==> src/design/fpsqrt_pkg.sv <==
`timescale 1ns / 1ps
`default_nettype none

package fpsqrt_pkg;

    localparam int DATA_WIDTH_DEF = 32;
    localparam int FRAC_BITS_DEF  = 16;

    localparam int STATUS_W = 3;

    typedef enum logic [STATUS_W-1:0] {
        ST_OK  = 3'd0,
        ST_NAN = 3'd1,
        ST_NEG = 3'd2,
        ST_INF = 3'd3,
        ST_OVF = 3'd4
    } status_t;

endpackage

`default_nettype wire

==> src/design/fixed_point_square_root_unit.sv <==
`timescale 1ns / 1ps
`default_nettype none

// Fixed-point square root, signed raw values with FRAC_BITS fraction bits.
// s_tdata carries one raw operand per item; m_tdata returns the truncated
// root floor(sqrt(v * 2^FRAC_BITS)) and m_tuser its status code (fpsqrt_pkg::status_t).
// Most negative code is NaN, most positive code is infinity (passed through),
// other negative operands give the most negative code, a root beyond the
// most positive code saturates and reports overflow.
// Pipeline: each item passes through ROOT_W root stages, where
// ROOT_W = ceil((DATA_WIDTH - 1 + FRAC_BITS) / 2), one pipeline stage per
// root bit plus the input and output registers.
// Throughput: one item per cycle unless m_tready stalls the output; the
// restoring-digit pipeline has no state carried between items.
// Reset clears all valid bits; no item is pending afterwards.
// When m_tready is low with a result waiting, the whole pipeline holds and
// s_tready drops; nothing is lost or repeated.
module fixed_point_square_root_unit #(
    parameter int DATA_WIDTH = fpsqrt_pkg::DATA_WIDTH_DEF,
    parameter int FRAC_BITS  = fpsqrt_pkg::FRAC_BITS_DEF,
    localparam int TDATA_W   = ((DATA_WIDTH + 7) / 8) * 8
) (
    input  wire logic               aclk,
    input  wire logic               aresetn,
    input  wire logic               s_tvalid,
    output      logic               s_tready,
    input  wire logic [TDATA_W-1:0] s_tdata,   // [DATA_WIDTH-1:0] raw_value
    output      logic               m_tvalid,
    input  wire logic               m_tready,
    output      logic [TDATA_W-1:0] m_tdata,   // [DATA_WIDTH-1:0] root_value
    output      logic [7:0]         m_tuser    // [2:0] status
);

    localparam int RAD_W  = DATA_WIDTH - 1 + FRAC_BITS;
    localparam int RAD_W2 = RAD_W + (RAD_W % 2);
    localparam int ROOT_W = RAD_W2 / 2;
    localparam int REM_W  = ROOT_W + 2;
    localparam int EXT_W  = (ROOT_W > DATA_WIDTH) ? ROOT_W : DATA_WIDTH;

    localparam logic [DATA_WIDTH-1:0] MAX_POS = {1'b0, {(DATA_WIDTH-1){1'b1}}};
    localparam logic [DATA_WIDTH-1:0] MIN_NEG = {1'b1, {(DATA_WIDTH-1){1'b0}}};

    logic advance;

    // stage 0 is the input register, stage k holds k root bits
    logic                valid_reg [0:ROOT_W];
    fpsqrt_pkg::status_t spec_reg  [0:ROOT_W];
    logic [RAD_W2-1:0]   rad_reg   [0:ROOT_W];
    logic [REM_W-1:0]    rem_reg   [0:ROOT_W];
    logic [ROOT_W-1:0]   q_reg     [0:ROOT_W];

    logic                 m_tvalid_reg;
    logic [DATA_WIDTH-1:0] root_reg;
    fpsqrt_pkg::status_t  status_reg;

    assign advance  = !m_tvalid_reg || m_tready;
    assign s_tready = advance;

    // ---- input classification ----
    logic [DATA_WIDTH-1:0] raw;
    logic [DATA_WIDTH-2:0] mag;
    fpsqrt_pkg::status_t   spec_next;
    logic [RAD_W2-1:0]     rad_next;

    always_comb begin
        raw = s_tdata[DATA_WIDTH-1:0];
        mag = raw[DATA_WIDTH-2:0];
        priority if (raw[DATA_WIDTH-1] && mag == '0) begin
            spec_next = fpsqrt_pkg::ST_NAN;
        end else if (raw[DATA_WIDTH-1]) begin
            spec_next = fpsqrt_pkg::ST_NEG;
        end else if (&mag) begin
            spec_next = fpsqrt_pkg::ST_INF;
        end else begin
            spec_next = fpsqrt_pkg::ST_OK;
        end
        // special codes run through with a zero radicand
        if (spec_next == fpsqrt_pkg::ST_OK) begin
            rad_next = RAD_W2'(mag) << FRAC_BITS;
        end else begin
            rad_next = '0;
        end
    end

    always_ff @(posedge aclk) begin
        if (!aresetn) begin
            valid_reg[0] <= 1'b0;
        end else if (advance) begin
            valid_reg[0] <= s_tvalid;
        end
    end

    always_ff @(posedge aclk) begin
        if (advance) begin
            spec_reg[0] <= spec_next;
            rad_reg[0]  <= rad_next;
            rem_reg[0]  <= '0;
            q_reg[0]    <= '0;
        end
    end

    // ---- one root bit per stage, restoring digit recurrence ----
    for (genvar k = 1; k <= ROOT_W; k++) begin : g_stage
        logic [REM_W-1:0]  cur;
        logic [REM_W-1:0]  trial;
        logic              ge;
        logic [REM_W-1:0]  rem_next;
        logic [ROOT_W-1:0] q_next;

        always_comb begin
            cur      = {rem_reg[k-1][REM_W-3:0], rad_reg[k-1][RAD_W2-1 -: 2]};
            trial    = {q_reg[k-1], 2'b01};
            ge       = (cur >= trial);
            rem_next = ge ? (cur - trial) : cur;
            q_next   = {q_reg[k-1][ROOT_W-2:0], ge};
        end

        always_ff @(posedge aclk) begin
            if (!aresetn) begin
                valid_reg[k] <= 1'b0;
            end else if (advance) begin
                valid_reg[k] <= valid_reg[k-1];
            end
        end

        always_ff @(posedge aclk) begin
            if (advance) begin
                spec_reg[k] <= spec_reg[k-1];
                rad_reg[k]  <= rad_reg[k-1] << 2;
                rem_reg[k]  <= rem_next;
                q_reg[k]    <= q_next;
            end
        end
    end

    // ---- saturation and output register ----
    logic [EXT_W-1:0]      q_ext;
    logic                  ovf;
    logic [DATA_WIDTH-1:0] root_next;
    fpsqrt_pkg::status_t   status_next;

    always_comb begin
        q_ext       = EXT_W'(q_reg[ROOT_W]);
        ovf         = (q_ext > EXT_W'(MAX_POS));
        root_next   = q_ext[DATA_WIDTH-1:0];
        status_next = spec_reg[ROOT_W];
        unique case (spec_reg[ROOT_W])
            fpsqrt_pkg::ST_NAN, fpsqrt_pkg::ST_NEG: begin
                root_next = MIN_NEG;
            end
            fpsqrt_pkg::ST_INF: begin
                root_next = MAX_POS;
            end
            default: begin
                if (ovf) begin
                    root_next   = MAX_POS;
                    status_next = fpsqrt_pkg::ST_OVF;
                end
            end
        endcase
    end

    always_ff @(posedge aclk) begin
        if (!aresetn) begin
            m_tvalid_reg <= 1'b0;
        end else if (advance) begin
            m_tvalid_reg <= valid_reg[ROOT_W];
        end
    end

    always_ff @(posedge aclk) begin
        if (advance) begin
            root_reg   <= root_next;
            status_reg <= status_next;
        end
    end

    assign m_tvalid = m_tvalid_reg;
    assign m_tdata  = TDATA_W'(root_reg);
    assign m_tuser  = 8'(status_reg);

endmodule

`default_nettype wire
==> config.mk <==
export PLATFORM = sky130hd
export DESIGN_NAME = fixed_point_square_root_unit
export DESIGN_NICKNAME = d
export VERILOG_FILES = /design/src/design/fpsqrt_pkg.sv /design/src/design/fixed_point_square_root_unit.sv
export SDC_FILE = /design/constraint.sdc
export NUM_CORES = 2
export LEC_CHECK = 0
export BUFFER_PORTS_ARGS = -buffer_cell sky130_fd_sc_hd__buf_2
export CAP_MARGIN = 0
export CORE_MARGIN = 2
export CORE_UTILIZATION = 40
export DETAILED_ROUTE_END_ITERATION = 12
export GPL_ROUTABILITY_DRIVEN = 0
export SYNTH_ARGS = -nofsm -noshare
export SYNTH_HDL_FRONTEND = slang
export SYNTH_SLANG_ARGS = --single-unit
==> constraint.sdc <==
create_clock -name aclk -period 74.2 [get_ports aclk]
set_clock_uncertainty 0.1 [all_clocks]
set_input_delay 14.84 -clock aclk [delete_from_list [all_inputs] [get_ports aclk]]
set_output_delay 14.84 -clock aclk [all_outputs]
set_load 0.1 [all_outputs]
==> results.json <==
{
  "largest_reg_flops": 508,
  "path_common_cell": "buf_2",
  "fmax_ghz": 0.03211,
  "die_w_um": 382.8,
  "worst_slew_pin_slew_ns": 1.282,
  "grt_pass1_wl_mm": 165.4,
  "grt.met3_usage_pct": 2.510,
  "slew_headroom_pct": 13.40,
  "register_area_mm2": 0.03550,
  "dieArea_mm2": 0.1465,
  "crit_type": "in2out",
  "ys_seq_area_share_pct": 61.87,
  "num_antenna_cells": 0,
  "dp_hpwl_mm": 71.16,
  "grt.total_usage_pct": 13.67,
  "crit_family": "buffers and inverters",
  "yosys_warnings": 0,
  "hold_violations": 0,
  "maxCapViolCount": 0,
  "regToRegSetupSlack_ns": 69.28,
  "use_met2_pct": 25.96,
  "path_clk_slew_ns": 0.06,
  "critPathRequiredTime_ns": 59.26,
  "fin_cells": 6658,
  "gr-usage-met1_pct": 14.75,
  "drt_iter0_drc": 1587,
  "synthFlopType": "edfxtp_1",
  "place_area_mm2": 0.05990,
  "setup_viol": 0,
  "critical_path_buf_inv_count": 3,
  "clk_path_buf_depth": 3,
  "cts_resized": 0,
  "n_fill_cell": 12778,
  "ios": 78,
  "avgSynthCellArea_um2": 12.70,
  "antenna_found_initial": 0,
  "numCtsBuffers": 133,
  "antenna_left": 0,
  "wire_per_inst_um": 14.99,
  "leakage_nw": 26.63,
  "cts-hold-fix-buffers": 0,
  "syn_to_final_growth_pct": 11.97,
  "crit_path_max_fanout": 109,
  "clk_latency_ns": 0.75,
  "remaining_drc_errors": 0,
  "first_pass_iters": 5,
  "root_buffer": "clkbuf_16",
  "coreArea_mm2": 0.1419,
  "power.density_mw_per_mm2": 30.16,
  "async_flop_share_pct": 0,
  "fin_crit_ns": 31.14,
  "drive_above_1_share_pct": 9.018,
  "place_inst": 6417,
  "peakVddDrop_mv": 0.01971,
  "nNetsFinal": 5015,
  "grt-busiest-layer": "met2",
  "ys_ff_latch": 1183,
  "cts_max_level": 4,
  "cts_setup_buffers": 0,
  "min_path_type": "reg2reg",
  "rsz0062_at_grt": "false",
  "max_stage_delay_ns": 0.43,
  "crit_path_start_kind": "input port",
  "status": "finished clean",
  "start_util_pct": 40.43,
  "cp_slowest_cell": "nor2b_1",
  "drv_slew": 0,
  "crit_chain": "buf_2 > nor2b_1 > inv_8 > buf_2",
  "die_h_um": 382.8,
  "cts_tree": "built",
  "via_per_inst": 5.063,
  "design_area_mm2": 0.06426,
  "synthCells": 4518,
  "cts.sink_count": 1183,
  "synth_area_mm2": 0.05739,
  "ys_types": 103,
  "grt_remaining_overflow": 0,
  "multi_input_area_mm2": 0.01997,
  "worstSetupEndpointType": "primary output",
  "arrival_ns": 16.20,
  "dr_total_vias": 33712,
  "grt_pass1_vias": 34341,
  "rows": 138,
  "io_buffer_count": 71,
  "drt-total-wl_mm": 99.78,
  "grt_max_degree": 187,
  "min_period_over_period_pct": 41.97,
  "synth-edff-count": 1181,
  "tns_ns": 0
}
-- cell families (layout without fill, tap and decap cells) --
kind of cell             after synthesis  after routing  share of synthesized area, %
buffers and inverters                493            737                         3.397
adder cells (fa/ha/maj)              317            317                         7.003
AND/OR/NAND/NOR                     1197           1197                         10.51
multiplexers                         105            105                         2.032
XOR/XNOR                             379            379                         5.784
AO/OA/AOI/OAI                        843            843                         9.399
other                                  1              7                      0.006535
flip-flops                          1183           1183                         61.87
-- Yosys cell counts (all sizes together) (8+ instances only) --
library cell | n | share of area (%)
o211ai | 14 | 0.19
edfxtp | 1181 | 62
a21oi | 247 | 2.2
nand3b | 17 | 0.24
nand2b | 49 | 0.53
o21a | 66 | 0.86
mux2i | 13 | 0.23
or3 | 44 | 0.50
or2 | 17 | 0.19
a21boi | 21 | 0.27
nand4 | 34 | 0.37
nor4 | 64 | 0.71
a21o | 93 | 1.2
ha | 310 | 6.8
buf | 36 | 0.41
or4 | 18 | 0.24
inv | 405 | 2.6
nand2 | 307 | 2.0
a31o | 8 | 0.12
a211oi | 26 | 0.35
xor2 | 182 | 2.8
nand4b | 12 | 0.18
nand3 | 65 | 0.61
mux2 | 92 | 1.8
and2 | 10 | 0.11
a31oi | 27 | 0.31
nor3 | 107 | 0.95
clkbuf | 52 | 0.34
and3 | 79 | 0.87
nor2b | 46 | 0.50
xnor2 | 197 | 3.0
o31ai | 33 | 0.43
nor2 | 291 | 1.9
o21bai | 23 | 0.30
o21ai | 212 | 1.9
and4 | 8 | 0.13
-- worst reg2reg max path: cells and delay by family (launching register included) --
kind | cells | cell delay [ns]
DFF | 1 | 0.30
buffers and inverters | 5 | 3.89
and+or+nand+nor | 1 | 0.21
-- metrics by stage --
step	power [mW]	hold slack (ns)	util, %	setup slack (ns)
2_1_floorplan	1.217	0.3003	-	12.25
3_3_place_gp	1.296	0.3006	42.20	43.06
3_5_place_dp	1.306	0.3045	42.20	43.05
4_1_cts	1.962	0.3034	45.27	43.05
5_1_grt	2.043	0.3087	45.27	42.94
6_report	1.938	0.2972	45.27	43.06
-- report_power, final --
part	internal [mW]	total, mW	switching [mW]
Combinational	0.159	0.344	0.185
Clock	0.383	0.645	0.262
Sequential	0.875	0.949	0.0738
Total	1.42	1.94	0.521
-- path summary, 6_finish.rpt --
kind                                 startpoint               to  cells past startpoint
worst max register to register         m_tvalid   rem_reg[0][98]                      6
worst max-delay path                   m_tready         s_tready                      4
worst min register to register  rad_reg[0][317]  rad_reg[0][367]                      0
worst min-delay path            rad_reg[0][317]  rad_reg[0][367]                      0
-- layout by cell type (no fill, tap or decap), types with 9 or more instances in the layout --
cell	netlist	layout
a211oi_1	25	25
a21boi_0	20	20
a21o_1	93	93
a21oi_1	245	245
a31oi_1	26	26
and2_1	10	10
and3_1	78	78
buf_2	19	71
buf_4	14	18
bufinv_16	0	12
clkbuf_1	52	29
clkbuf_16	0	137
clkinv_1	0	29
clkinv_2	0	14
edfxtp_1	1181	1181
ha_1	310	310
inv_1	400	399
mux2_2	90	90
mux2i_1	13	13
nand2_1	307	307
nand2b_1	49	49
nand3_1	63	63
nand3b_1	16	16
nand4_1	34	34
nand4b_1	12	12
nor2_1	291	291
nor2b_1	46	46
nor3_1	106	106
nor4_1	63	63
o211ai_1	13	13
o21a_1	66	66
o21ai_0	202	202
o21ai_1	9	9
o21bai_1	23	22
o31ai_1	33	33
or2_2	17	17
or3_1	42	42
or4_1	17	17
xnor2_1	197	197
xor2_1	182	182
-- layer usage --
| layer | vias up | routed length [um] | part of all wire (%) |
|---|---|---|---|
| li1 | 16906 | - | - |
| met1 | 16096 | 39810 | 40 |
| met2 | 481 | 53190 | 53 |
| met3 | 229 | 3429 | 3.4 |
| met4 | 0 | 3352 | 3.4 |
| met5 | - | 0 | 0 |
-- layout make-up --
type	instances	area share [%]
Tap cell	1890	3.680
Multi-Input combinational cell	2848	31.08
Sequential cell	1183	55.25
Clock buffer	166	5.505
Timing Repair Buffer	91	0.8256
Inverter	405	2.378
Clock inverter	75	1.279
No activity file was read; power rests on OpenSTA's default activity.
